## src/rtl/dapsp_pkg.sv

```systemverilog
// Shared types, constants and the angle to compare-value mapping.
package dapsp_pkg;

    localparam int GAIN_BITS    = 24;
    localparam int CENTER_BITS  = 10;
    localparam int ANGLE_BITS   = 8;
    localparam int PWM_BITS     = 12;
    localparam int FRAC_BITS    = 16;
    localparam int CENTER_ANGLE = 90;
    localparam int PWM_OFFSET   = 655;
    localparam int PWM_LIMIT    = 4095;
    // angle*14.56 = angle*364/25; 364*ceil(2^22/25) = 61069372, exact for 8-bit angles
    localparam int PWM_RECIP    = 61069372;
    localparam int RECIP_BITS   = 26;
    localparam int PWM_SHIFT    = 22;
    localparam int ADDR_BITS    = 5;
    localparam int DATA_BITS    = 32;

    typedef enum logic [2:0] {
        REG_KP_X,
        REG_KI_X,
        REG_KD_X,
        REG_KP_Y,
        REG_KI_Y,
        REG_KD_Y,
        REG_CENTER_X,
        REG_CENTER_Y
    } reg_idx_t;

    typedef struct packed {
        logic signed [GAIN_BITS-1:0] kp;
        logic signed [GAIN_BITS-1:0] ki;
        logic signed [GAIN_BITS-1:0] kd;
    } gains_t;

    typedef struct packed {
        logic                  valid;
        logic [ANGLE_BITS-1:0] angle;
    } lane_res_t;

    function automatic logic [PWM_BITS-1:0] pwm_of(input logic [ANGLE_BITS-1:0] ang);
        logic [ANGLE_BITS+RECIP_BITS-1:0] prod;
        logic [PWM_BITS:0]                p;
        prod = (ANGLE_BITS+RECIP_BITS)'(ang) * (ANGLE_BITS+RECIP_BITS)'(PWM_RECIP);
        p    = (PWM_BITS+1)'(prod >> PWM_SHIFT) + (PWM_BITS+1)'(PWM_OFFSET);
        if (p > (PWM_BITS+1)'(PWM_LIMIT)) begin
            return PWM_BITS'(PWM_LIMIT);
        end
        return p[PWM_BITS-1:0];
    endfunction

endpackage

```

## src/rtl/dapsp_lane.sv

```systemverilog
// One PID lane: saturating integral, shared multiplier over three terms, clamp.
module dapsp_lane import dapsp_pkg::*; #(
    parameter int POS_BITS      = 10,
    parameter int INTEGRAL_BITS = 24,
    parameter int ANGLE_MIN     = 45,
    parameter int ANGLE_MAX     = 135
) (
    input  logic                     aclk,
    input  logic                     aresetn,
    input  logic                     start,
    input  logic signed [POS_BITS:0] err,
    input  gains_t                   gains,
    input  logic                     res_ready,
    output logic                     idle,
    output lane_res_t                res
);

    localparam int IB        = INTEGRAL_BITS;
    localparam int PROD_BITS = GAIN_BITS + IB;
    localparam int SUM_BITS  = PROD_BITS + 2;
    localparam int ANG_W     = SUM_BITS - FRAC_BITS + 1;

    localparam logic signed [IB:0] IMAX_W = (IB+1)'((longint'(1) << (IB-1)) - 1);
    localparam logic signed [IB:0] IMIN_W = -IMAX_W - (IB+1)'(1);
    localparam logic signed [ANG_W-1:0] AMAX_W = ANG_W'(ANGLE_MAX);
    localparam logic signed [ANG_W-1:0] AMIN_W = ANG_W'(ANGLE_MIN);

    typedef enum logic [2:0] {
        L_IDLE,
        L_MUL0,
        L_MUL1,
        L_MUL2,
        L_ADD,
        L_ANG,
        L_HOLD
    } state_t;

    state_t                      state_reg, state_next;
    logic signed [IB-1:0]        integ_reg, integ_next;
    logic signed [POS_BITS:0]    last_reg, last_next;
    logic [ANGLE_BITS-1:0]       angle_reg, angle_next;
    logic signed [IB-1:0]        err_reg, diff_reg;
    logic signed [PROD_BITS-1:0] prod_reg;
    logic signed [SUM_BITS-1:0]  sum_reg;

    logic signed [IB:0]          acc_wide;
    logic signed [IB-1:0]        acc_sat;
    logic signed [GAIN_BITS-1:0] op_a;
    logic signed [IB-1:0]        op_b;
    logic signed [SUM_BITS-1:0]  shifted;
    logic signed [ANG_W-1:0]     ang_full;
    logic [ANGLE_BITS-1:0]       ang_clamp;

    always_comb begin
        acc_wide = (IB+1)'(integ_reg) + (IB+1)'(err);
        if (acc_wide > IMAX_W) begin
            acc_sat = IMAX_W[IB-1:0];
        end else if (acc_wide < IMIN_W) begin
            acc_sat = IMIN_W[IB-1:0];
        end else begin
            acc_sat = acc_wide[IB-1:0];
        end
    end

    // multiplier operand select per step
    always_comb begin
        case (state_reg)
            L_MUL0: begin
                op_a = gains.kp;
                op_b = err_reg;
            end
            L_MUL1: begin
                op_a = gains.ki;
                op_b = integ_reg;
            end
            default: begin
                op_a = gains.kd;
                op_b = diff_reg;
            end
        endcase
    end

    // floor(sum / 2^16) + 90, max test first, then min
    always_comb begin
        shifted  = sum_reg >>> FRAC_BITS;
        ang_full = ANG_W'(shifted) + ANG_W'(CENTER_ANGLE);
        if (ang_full > AMAX_W) begin
            ang_clamp = ANGLE_BITS'(ANGLE_MAX);
        end else if (ang_full < AMIN_W) begin
            ang_clamp = ANGLE_BITS'(ANGLE_MIN);
        end else begin
            ang_clamp = ang_full[ANGLE_BITS-1:0];
        end
    end

    always_comb begin
        state_next = state_reg;
        integ_next = integ_reg;
        last_next  = last_reg;
        angle_next = angle_reg;
        case (state_reg)
            L_IDLE: begin
                if (start) begin
                    integ_next = acc_sat;
                    last_next  = err;
                    state_next = L_MUL0;
                end
            end
            L_MUL0: state_next = L_MUL1;
            L_MUL1: state_next = L_MUL2;
            L_MUL2: state_next = L_ADD;
            L_ADD:  state_next = L_ANG;
            L_ANG: begin
                angle_next = ang_clamp;
                state_next = L_HOLD;
            end
            L_HOLD: begin
                if (res_ready) begin
                    state_next = L_IDLE;
                end
            end
            default: state_next = L_IDLE;
        endcase
    end

    always_ff @(posedge aclk) begin
        if (!aresetn) begin
            state_reg <= L_IDLE;
            integ_reg <= '0;
            last_reg  <= '0;
            angle_reg <= '0;
        end else begin
            state_reg <= state_next;
            integ_reg <= integ_next;
            last_reg  <= last_next;
            angle_reg <= angle_next;
        end
    end

    // datapath: product register, then accumulate one step behind
    always_ff @(posedge aclk) begin
        if (state_reg == L_IDLE && start) begin
            err_reg  <= IB'(err);
            diff_reg <= IB'(err) - IB'(last_reg);
        end
        prod_reg <= PROD_BITS'(op_a) * PROD_BITS'(op_b);
        if (state_reg == L_MUL1) begin
            sum_reg <= SUM_BITS'(prod_reg);
        end else if (state_reg == L_MUL2 || state_reg == L_ADD) begin
            sum_reg <= sum_reg + SUM_BITS'(prod_reg);
        end
    end

    assign idle      = (state_reg == L_IDLE);
    assign res.valid = (state_reg == L_HOLD);
    assign res.angle = angle_reg;

endmodule

```

## src/rtl/dapsp_merge.sv

```systemverilog
// Merge stage: joins both lane angles, maps them to compare values, output register.
module dapsp_merge import dapsp_pkg::*; (
    input  logic                  aclk,
    input  logic                  aresetn,
    input  lane_res_t             res_x,
    input  lane_res_t             res_y,
    output logic                  take,
    output logic                  m_valid,
    input  logic                  m_ready,
    output logic [ANGLE_BITS-1:0] m_angle_x,
    output logic [ANGLE_BITS-1:0] m_angle_y,
    output logic [PWM_BITS-1:0]   m_pwm_x,
    output logic [PWM_BITS-1:0]   m_pwm_y
);

    logic                  valid_reg;
    logic [ANGLE_BITS-1:0] angle_x_reg, angle_y_reg;
    logic [PWM_BITS-1:0]   pwm_x_reg, pwm_y_reg;

    assign take = res_x.valid & res_y.valid & (~valid_reg | m_ready);

    always_ff @(posedge aclk) begin
        if (!aresetn) begin
            valid_reg <= 1'b0;
        end else if (take) begin
            valid_reg <= 1'b1;
        end else if (m_ready) begin
            valid_reg <= 1'b0;
        end
    end

    always_ff @(posedge aclk) begin
        if (take) begin
            angle_x_reg <= res_x.angle;
            angle_y_reg <= res_y.angle;
            pwm_x_reg   <= pwm_of(res_x.angle);
            pwm_y_reg   <= pwm_of(res_y.angle);
        end
    end

    assign m_valid   = valid_reg;
    assign m_angle_x = angle_x_reg;
    assign m_angle_y = angle_y_reg;
    assign m_pwm_x   = pwm_x_reg;
    assign m_pwm_y   = pwm_y_reg;

endmodule

```

## src/rtl/dual_axis_pid_servo_pwm.sv

```systemverilog
// Two-axis PID servo controller top level: config registers, two lanes, merge stage.
// A request is worked through the lane states and then the merge output register.
// Requests are not overlapped; each lane's single multiplier steps through
//   the P, I and D products, then an add, the clamp, and the hand-off to merge.
// The output register decouples the sides: a new request is taken while a result waits.
// Reset (aresetn, synchronous, active low) loads default gains and set point and
//   clears integrals, previous errors and all handshake state.
module dual_axis_pid_servo_pwm import dapsp_pkg::*; #(
    parameter int POS_BITS      = 10,
    parameter int ANGLE_MIN     = 45,
    parameter int ANGLE_MAX     = 135,
    parameter int INTEGRAL_BITS = 24
) (
    input  logic                  aclk,
    input  logic                  aresetn,
    // configuration port
    input  logic                  psel,
    input  logic                  penable,
    input  logic                  pwrite,
    input  logic [ADDR_BITS-1:0]  paddr,
    input  logic [DATA_BITS-1:0]  pwdata,
    output logic [DATA_BITS-1:0]  prdata,
    output logic                  pready,
    // position requests
    input  logic                  s_valid,
    output logic                  s_ready,
    input  logic [POS_BITS-1:0]   s_pos_x,
    input  logic [POS_BITS-1:0]   s_pos_y,
    // servo results
    output logic                  m_valid,
    input  logic                  m_ready,
    output logic [ANGLE_BITS-1:0] m_angle_x,
    output logic [ANGLE_BITS-1:0] m_angle_y,
    output logic [PWM_BITS-1:0]   m_pwm_x,
    output logic [PWM_BITS-1:0]   m_pwm_y
);

    // center is stored at its register width, then cut or zero-padded to POS_BITS
    localparam int CW = (POS_BITS > CENTER_BITS) ? POS_BITS : CENTER_BITS;

    localparam logic [GAIN_BITS-1:0]   KP_X_RST     = GAIN_BITS'(6912);
    localparam logic [GAIN_BITS-1:0]   KI_X_RST     = GAIN_BITS'(92);
    localparam logic [GAIN_BITS-1:0]   KD_X_RST     = GAIN_BITS'(79439);
    localparam logic [GAIN_BITS-1:0]   KP_Y_RST     = GAIN_BITS'(9216);
    localparam logic [GAIN_BITS-1:0]   KI_Y_RST     = GAIN_BITS'(123);
    localparam logic [GAIN_BITS-1:0]   KD_Y_RST     = GAIN_BITS'(105921);
    localparam logic [CENTER_BITS-1:0] CENTER_X_RST = CENTER_BITS'(320);
    localparam logic [CENTER_BITS-1:0] CENTER_Y_RST = CENTER_BITS'(240);

    logic [GAIN_BITS-1:0]   kp_x_reg, ki_x_reg, kd_x_reg;
    logic [GAIN_BITS-1:0]   kp_y_reg, ki_y_reg, kd_y_reg;
    logic [CENTER_BITS-1:0] center_x_reg, center_y_reg;

    reg_idx_t reg_idx;
    logic     cfg_write;

    logic [CW-1:0]           cx_wide, cy_wide;
    logic [POS_BITS-1:0]     cx_pos, cy_pos;
    logic signed [POS_BITS:0] err_x, err_y;

    gains_t    gains_x, gains_y;
    lane_res_t res_x, res_y;
    logic      idle_x, idle_y;
    logic      start;
    logic      take;

    // ---------------- configuration ----------------
    // Register i sits at byte address 4*i; the low two address bits are ignored.
    assign reg_idx   = reg_idx_t'(paddr[ADDR_BITS-1:2]);
    assign cfg_write = psel & penable & pwrite;
    assign pready    = 1'b1;

    always_ff @(posedge aclk) begin
        if (!aresetn) begin
            kp_x_reg     <= KP_X_RST;
            ki_x_reg     <= KI_X_RST;
            kd_x_reg     <= KD_X_RST;
            kp_y_reg     <= KP_Y_RST;
            ki_y_reg     <= KI_Y_RST;
            kd_y_reg     <= KD_Y_RST;
            center_x_reg <= CENTER_X_RST;
            center_y_reg <= CENTER_Y_RST;
        end else if (cfg_write) begin
            case (reg_idx)
                REG_KP_X:     kp_x_reg     <= pwdata[GAIN_BITS-1:0];
                REG_KI_X:     ki_x_reg     <= pwdata[GAIN_BITS-1:0];
                REG_KD_X:     kd_x_reg     <= pwdata[GAIN_BITS-1:0];
                REG_KP_Y:     kp_y_reg     <= pwdata[GAIN_BITS-1:0];
                REG_KI_Y:     ki_y_reg     <= pwdata[GAIN_BITS-1:0];
                REG_KD_Y:     kd_y_reg     <= pwdata[GAIN_BITS-1:0];
                REG_CENTER_X: center_x_reg <= pwdata[CENTER_BITS-1:0];
                REG_CENTER_Y: center_y_reg <= pwdata[CENTER_BITS-1:0];
                default: ;
            endcase
        end
    end

    // Read-back: gains and centers zero-extended to the bus width.
    always_comb begin
        case (reg_idx)
            REG_KP_X:     prdata = DATA_BITS'(kp_x_reg);
            REG_KI_X:     prdata = DATA_BITS'(ki_x_reg);
            REG_KD_X:     prdata = DATA_BITS'(kd_x_reg);
            REG_KP_Y:     prdata = DATA_BITS'(kp_y_reg);
            REG_KI_Y:     prdata = DATA_BITS'(ki_y_reg);
            REG_KD_Y:     prdata = DATA_BITS'(kd_y_reg);
            REG_CENTER_X: prdata = DATA_BITS'(center_x_reg);
            REG_CENTER_Y: prdata = DATA_BITS'(center_y_reg);
            default:      prdata = '0;
        endcase
    end

    always_comb begin
        gains_x.kp = kp_x_reg;
        gains_x.ki = ki_x_reg;
        gains_x.kd = kd_x_reg;
        gains_y.kp = kp_y_reg;
        gains_y.ki = ki_y_reg;
        gains_y.kd = kd_y_reg;
    end

    // ---------------- error formation ----------------
    // X error is set point minus position, Y error is position minus set point.
    // Both fit POS_BITS+1 signed bits.
    assign cx_wide = CW'(center_x_reg);
    assign cy_wide = CW'(center_y_reg);
    assign cx_pos  = cx_wide[POS_BITS-1:0];
    assign cy_pos  = cy_wide[POS_BITS-1:0];
    assign err_x   = signed'({1'b0, cx_pos} - {1'b0, s_pos_x});
    assign err_y   = signed'({1'b0, s_pos_y} - {1'b0, cy_pos});

    // One request in flight: both lanes must be back to idle.
    assign s_ready = idle_x & idle_y;
    assign start   = s_valid & s_ready;

    // ---------------- lanes ----------------
    dapsp_lane #(
        .POS_BITS      (POS_BITS),
        .INTEGRAL_BITS (INTEGRAL_BITS),
        .ANGLE_MIN     (ANGLE_MIN),
        .ANGLE_MAX     (ANGLE_MAX)
    ) u_lane_x (
        .aclk      (aclk),
        .aresetn   (aresetn),
        .start     (start),
        .err       (err_x),
        .gains     (gains_x),
        .res_ready (take),
        .idle      (idle_x),
        .res       (res_x)
    );

    dapsp_lane #(
        .POS_BITS      (POS_BITS),
        .INTEGRAL_BITS (INTEGRAL_BITS),
        .ANGLE_MIN     (ANGLE_MIN),
        .ANGLE_MAX     (ANGLE_MAX)
    ) u_lane_y (
        .aclk      (aclk),
        .aresetn   (aresetn),
        .start     (start),
        .err       (err_y),
        .gains     (gains_y),
        .res_ready (take),
        .idle      (idle_y),
        .res       (res_y)
    );

    // ---------------- merge and output register ----------------
    dapsp_merge u_merge (
        .aclk      (aclk),
        .aresetn   (aresetn),
        .res_x     (res_x),
        .res_y     (res_y),
        .take      (take),
        .m_valid   (m_valid),
        .m_ready   (m_ready),
        .m_angle_x (m_angle_x),
        .m_angle_y (m_angle_y),
        .m_pwm_x   (m_pwm_x),
        .m_pwm_y   (m_pwm_y)
    );

endmodule

```

## config.mk

```make
export PLATFORM = sky130hd
export DESIGN_NAME = dual_axis_pid_servo_pwm
export DESIGN_NICKNAME = d
export VERILOG_FILES = /design/src/rtl/dapsp_pkg.sv /design/src/rtl/dapsp_lane.sv /design/src/rtl/dapsp_merge.sv /design/src/rtl/dual_axis_pid_servo_pwm.sv
export SDC_FILE = /design/constraint.sdc
export NUM_CORES = 2
export LEC_CHECK = 0
export ABC_AREA = 1
export BUFFER_PORTS_ARGS = -buffer_cell sky130_fd_sc_hd__buf_2
export CAP_MARGIN = 40
export CELL_PAD_IN_SITES_DETAIL_PLACEMENT = 1
export CELL_PAD_IN_SITES_GLOBAL_PLACEMENT = 1
export CORE_MARGIN = 2
export CORE_UTILIZATION = 35
export CTS_CLUSTER_SIZE = 28
export DETAILED_ROUTE_END_ITERATION = 12
export GPL_TIMING_DRIVEN = 0
export PLACE_DENSITY = 0.65
export SYNTH_ARGS = -nofsm -noshare
export SYNTH_HDL_FRONTEND = slang
export SYNTH_HIERARCHICAL = 1
export SYNTH_SLANG_ARGS = --single-unit
```

## constraint.sdc

```tcl
create_clock -name aclk -period 8 [get_ports aclk]
set_clock_uncertainty 0.2 [all_clocks]
set_input_delay 1.6 -clock aclk [delete_from_list [all_inputs] [get_ports aclk]]
set_output_delay 1.6 -clock aclk [all_outputs]
set_load 0.05 [all_outputs]
```

# Word level (Yosys, flattened, before mapping)
# Cells that the tools add are included.
[totals]
inputBits = 64
elab_cells = 139
ff_bits = 563
out_inout_bits = 75
[classes]
addsub = 12
muxes = 31
bitwise = 8
n_reduce_logical = 22
order_cmp = 10
n_mul = 4
eq_ne = 23
[ops]
columns = ["op", "n"]
rows = [
  ["32-bit case mux with 8 select lines", 1],
  ["50-bit 2-to-1 mux", 4],
  ["24-bit case mux with 2 select lines", 4],
  ["50-bit by 48-bit adder with 50-bit output", 2],
  ["24-bit by 24-bit multiplier with 48-bit output", 2],
  ["24-bit 2-to-1 mux", 4],
  ["34-bit by 8-bit adder with 35-bit output (second input constant)", 2],
  ["35-bit by 9-bit greater-than comparator with 1-bit output (second input constant)", 2],
  ["35-bit by 7-bit less-than comparator with 1-bit output (second input constant)", 2],
  ["8-bit by 24-bit multiplier with 32-bit output (second input constant)", 2],
  ["24-bit by 11-bit adder with 25-bit output", 2],
  ["25-bit by 24-bit greater-than comparator with 1-bit output (second input constant)", 2],
  ["25-bit by 24-bit less-than comparator with 1-bit output (second input constant)", 2],
  ["12-bit 2-to-1 mux", 4],
  ["3-bit case mux with 7 select lines", 2],
  ["8-bit 2-to-1 mux", 4],
  ["3-bit == test (second input constant)", 10],
  ["12-bit by 10-bit adder with 13-bit output (second input constant)", 2],
  ["13-bit by 12-bit greater-than comparator with 1-bit output (second input constant)", 2],
  ["2-bit AND reduction", 12],
  ["11-bit by 11-bit subtractor with 12-bit output", 2],
  ["10-bit by 10-bit subtractor with 11-bit output", 2],
  ["3-bit by 2-bit == test with 1-bit output (second input constant)", 6],
  ["3-bit by 1-bit == test with 1-bit output (second input constant)", 3],
  ["11 further kinds", 30],
]

# Depth between registers and ports, before layout
[logic_depth]
ltp_word = 6
depth_mapped = 41
ltp_nobuf = 39

# Cells and area by module
# The synthesis kept the hierarchy.
[by_module_without_submodules]
columns = ["module", "cells_each", "instances", "area_per_inst_um2", "seq_area_each_um2"]
rows = [
  ["dapsp_lane (u_lane_x)", 4239, 1, 33515.9, 4073.9],
  ["dapsp_lane (u_lane_y)", 4231, 1, 33450.8, 4073.9],
  ["dapsp_merge", 1393, 1, 9576.7, 1221.2],
  ["dual_axis_pid_servo_pwm", 1230, 1, 8219.1, 3283.1],
]

# Least setup slack after synthesis
# OpenSTA, ideal clock, no wires.
[synth_timing]
path_type = "reg-to-reg"
startpoint = "register u_lane_x.state_reg[0]"
endpoint = "register u_lane_x.prod_reg[46]"
stages_incl_launch_ff = 33
n_path_buf = 2
slack_ns = -0.282
arrival_time_ns = 8.011
setup_time_ns = 0.072
path_cell_list = "dfxtp_1 > inv_2 > nor2_2 > inv_2 > nor2_4 > inv_1 > nand2_2 > inv_2 > buf_2 > a21oi_1 > buf_2 > nor2_1 > fa_1 > inv_1 > fa_1 > inv_1 > fa_1 > inv_1 > fa_1 > inv_1 > fa_1 > fa_1 > inv_1 > fa_1 > inv_1 > ha_1 > nand2_1 > nor2_1 > nand2_1 > nor2_1 > or3b_2 > nand3_1 > xor2_1"
[synth_between]
elab_chain_cells = 3
elab_cells_between_ends = 5
[synth_lines]
columns = ["item", "line_no", "rtl"]
rows = [
  ["start, declared", "dapsp_lane.sv:38", "state_t state_reg, state_next;"],
  ["start signal, assigned", "dapsp_lane.sv:133", "state_reg <= state_next;"],
  ["3-bit by 2-bit == test with 1-bit output / 3-bit by 1-bit == test with 1-bit output (equally long branches)", "dapsp_lane.sv:67", "case (state_reg)"],
  ["24-bit case mux with 2 select lines", "dapsp_lane.sv:67", ""],
  ["24-bit by 24-bit multiplier with 48-bit output (*)", "dapsp_lane.sv:146", "prod_reg <= PROD_BITS'(op_a) * PROD_BITS'(op_b);"],
  ["end signal, assigned", "dapsp_lane.sv:146", ""],
  ["end, declared", "dapsp_lane.sv:43", "logic signed [PROD_BITS-1:0] prod_reg;"],
]
# Every way passes the cells marked *; elsewhere a longest branch is shown, timed or not.
# A chain may end at the register's enable or synchronous reset.

# Worst setup path after layout
# Same ends and word-level chain as after synthesis.

==> flow_summary.rst <==
.. list-table::
   :header-rows: 1

   * - Metric
     - Value
   * - Status
     - finished clean
   * - Area growth syn-to-layout
     - 16.48%
   * - Maximum number of pins on one net before global-route repair
     - 33
   * - First-iteration detailed-routing DRC count
     - 4,611
   * - DIE WIDTH
     - 496.1 um
   * - Required time of the critical path
     - 8.40 ns
   * - Post-Synthesis Cell Area
     - 84,760 um2
   * - Endpoint kind of the worst setup timing path
     - register
   * - Cells taking the most area after synthesis
     - sky130_fd_sc_hd__fa_1 (31%), sky130_fd_sc_hd__nand2_1 (10%), sky130_fd_sc_hd__inv_1 (9.8%)
   * - Highest attainable clock frequency
     - 125.0 MHz
   * - CP Class
     - register to register
   * - Leading cell type by number of instances after synthesis
     - sky130_fd_sc_hd__nand2_1
   * - Aggregate negative setup slack
     - 0 ns
   * - Cell repeated most along the worst path
     - sky130_fd_sc_hd__fa_1
   * - Final-report setup violation count
     - 0
   * - Count of H-tree levels built during CTS
     - 3
   * - Maximum number of buffers from clock root to sink
     - 3
   * - Final critical-path setup slack
     - 0.0001013 ns
   * - Port Buf Inserts
     - 107
   * - Worst slew margin relative to its limit
     - 38.52%
   * - Top-level port count
     - 139
   * - Total clock buffers created by CTS
     - 71
   * - Number of synthesized flops with an enable pin
     - 186
   * - Global placement routability congestion
     - 0.9797
   * - Top cells by count, synth
     - sky130_fd_sc_hd__nand2_1 (2,316), sky130_fd_sc_hd__inv_1 (2,224), sky130_fd_sc_hd__nor2_1 (1,396)
   * - Post-route clock period utilization
     - 100.0%
   * - Critical path buffers and inverters
     - 12
   * - Critical path launch point type
     - register
   * - DR pass1 iterations
     - 5
   * - Number of design rule violations left after detail routing
     - 0
   * - Placement-stage worst setup slack
     - -2.681 ns
   * - Worst hold-check path type
     - register to register
   * - Cells after Synth
     - 11,093
   * - Shortest clock period the worst path allows after layout
     - 8.000 ns
   * - Initial antenna violation count
     - 7
   * - Slowest cell on the critical path
     - sky130_fd_sc_hd__fa_2
   * - Critical-path maximum fanout
     - 6
   * - Die Outline Area
     - 246,100 um2
   * - Main flop type after synthesis
     - sky130_fd_sc_hd__dfxtp_1
   * - Max_cap viols
     - 0
   * - Synth cell types
     - 70
   * - Fraction of layout instances using a drive strength above 1
     - 12.67%
   * - TritonCTS clock tree
     - built
   * - All-layer global routing usage
     - 26.23%
   * - Measured slew at the worst slew-check pin
     - 0.9188 ns
   * - Post-synth top area share
     - 30.75%
   * - Ys Warns
     - 6
   * - Number of synthesized register bits
     - 539
   * - Core occupancy in the finished layout
     - 41.01%
   * - Clock Pin Slew Worst Setup and Hold Paths
     - 0.06 ns
   * - Initial core utilization
     - 35.21%
   * - Number of nets in the final layout
     - 13,571
   * - Delay of the slowest cell on the worst path
     - 0.66 ns
   * - Core footprint
     - 240,800 um2
   * - Count of clock tree sinks
     - 539
   * - Die H
     - 496.1 um
   * - Clock insertion delay at the later pin of the skew report
     - 0.73 ns
   * - Post-detailed-route wirelength per cell
     - 22.03 um
   * - Post-DRT Antenna Nets
     - 0
   * - Detailed-route vias per instance
     - 5.139
   * - Number of max-slew violations in the final report
     - 0
   * - Kind of cell with the highest combined delay on the critical path
     - adder cells
   * - Grt ovf
     - 0
   * - Via count of the first global-routing pass
     - 82,664
   * - Site row count
     - 180
   * - Global-route wire length before repair
     - 492.5 mm
   * - Overall via count from detail_route
     - 76,188
   * - Register area share after synthesis
     - 14.93%
   * - Root Buffer
     - sky130_fd_sc_hd__clkbuf_16
   * - Unrepaired setup endpoints after global routing
     - true
   * - Leading area contributor after synthesis
     - sky130_fd_sc_hd__fa_1
   * - Final-report hold violation count
     - 0
   * - Detailed-route wire length
     - 326.7 mm
   * - Total half-perimeter wirelength after legalization and detailed placement
     - 275.2 mm
   * - Arr. time, crit path
     - 8.40 ns
   * - Fraction of registers with async set or reset after synthesis
     - 0%
   * - Syn avg cell area
     - 7.641 um2
## per-layer routing
layer	track usage, %	share of wire (%)	vias up
met4	8.732	3.8	2
li1	-	-	34995
met2	43.66	47	2061
met1	34.81	44	38577
met5	0	0.0034	-
met3	3.880	6.0	553
## path summary, 6_finish.rpt
check | from | endpoint | slack (ns) | cells after the start
setup reg to reg | u_lane_x/state_reg[0] | u_lane_x/prod_reg[46] | 0.0001 | 31
setup / recovery | u_lane_x/state_reg[0] | u_lane_x/prod_reg[46] | 0.0001 | 31
hold / removal | u_lane_y/last_reg[9] | u_lane_y/last_reg[9] | 0.26 | 2
hold reg to reg | u_lane_y/last_reg[9] | u_lane_y/last_reg[9] | 0.26 | 2
## worst reg2reg max path, delay by kind of cell (launching register included)
kind	cells	cell delay (ns)
DFF	1	0.36
AOI/OAI and AO/OA	5	1.19
xor gates and xnor gates	1	0.16
adders and majority gates	8	4.24
and+or+nand+nor	5	0.37
buffers and inverters	12	1.39
## layout by cell type (no fill, tap or decap), types with 64 or more instances in the layout
master                      instances
sky130_fd_sc_hd__nand2_1         2263
sky130_fd_sc_hd__inv_1           2157
sky130_fd_sc_hd__nor2_1          1335
sky130_fd_sc_hd__fa_1            1232
sky130_fd_sc_hd__ha_1             566
sky130_fd_sc_hd__a21oi_1          440
sky130_fd_sc_hd__o21ai_0          430
sky130_fd_sc_hd__nand3_1          348
sky130_fd_sc_hd__dfxtp_1          347
sky130_fd_sc_hd__buf_4            291
sky130_fd_sc_hd__edfxtp_1         186
sky130_fd_sc_hd__buf_2            163
sky130_fd_sc_hd__xor2_1           149
sky130_fd_sc_hd__xnor2_1          104
sky130_fd_sc_hd__nand4_1           90
sky130_fd_sc_hd__buf_6             85
sky130_fd_sc_hd__clkbuf_16         82
sky130_fd_sc_hd__nor2_2            76
sky130_fd_sc_hd__clkbuf_1          75
sky130_fd_sc_hd__fa_2              70
sky130_fd_sc_hd__nand2_2           64
## metrics by stage
stage | instance area (um2) | std cells | hold slack [ns]
2_1_floorplan | 84790 | 11100 | 0.2331
3_3_place_gp | 89310 | 14392 | 0.2466
3_5_place_dp | 89780 | 14426 | 0.2515
4_1_cts | 95560 | 14680 | 0.2620
5_1_grt | 98730 | 14825 | 0.2798
6_report | 98730 | 14826 | 0.2596
## final cells by class
| cell class | instances | area [um2] |
|---|---|---|
| diodes | 2 | 5.005 |
| plain buffers | 322 | 2879 |
| clock buffers | 96 | 1963 |
| clock inverters | 35 | 511.7 |
| fillers | 29305 | 142000 |
| inverters | 2271 | 8741 |
| multi-input cells | 7966 | 64470 |
| flip-flops and latches | 539 | 12660 |
| well taps | 3185 | 3985 |
| repair buffers | 409 | 3496 |
| repair inverters | 1 | 8.758 |
## logic make-up after synthesis
family,share of synthesized area [%]
compound gates,9.077
buf+inv,11.96
other cells,0.008860
flops,14.93
xor+xnor,2.614
fa+ha+maj,39.96
simple gates,21.45
## what timing repair did
action / in CTS / in global routing
endpoints found under the setup margin: 74 / 50
gates resized for setup: 666 / 483
hold buffers: 0 / 0
gates cloned: 0 / 7
buffers inserted: 124 / 138
pin swaps: 82 / 179
Power is left out: the tool's default activity adds up to more than one toggle a clock period on the data nets, which glitch-free logic cannot reach.
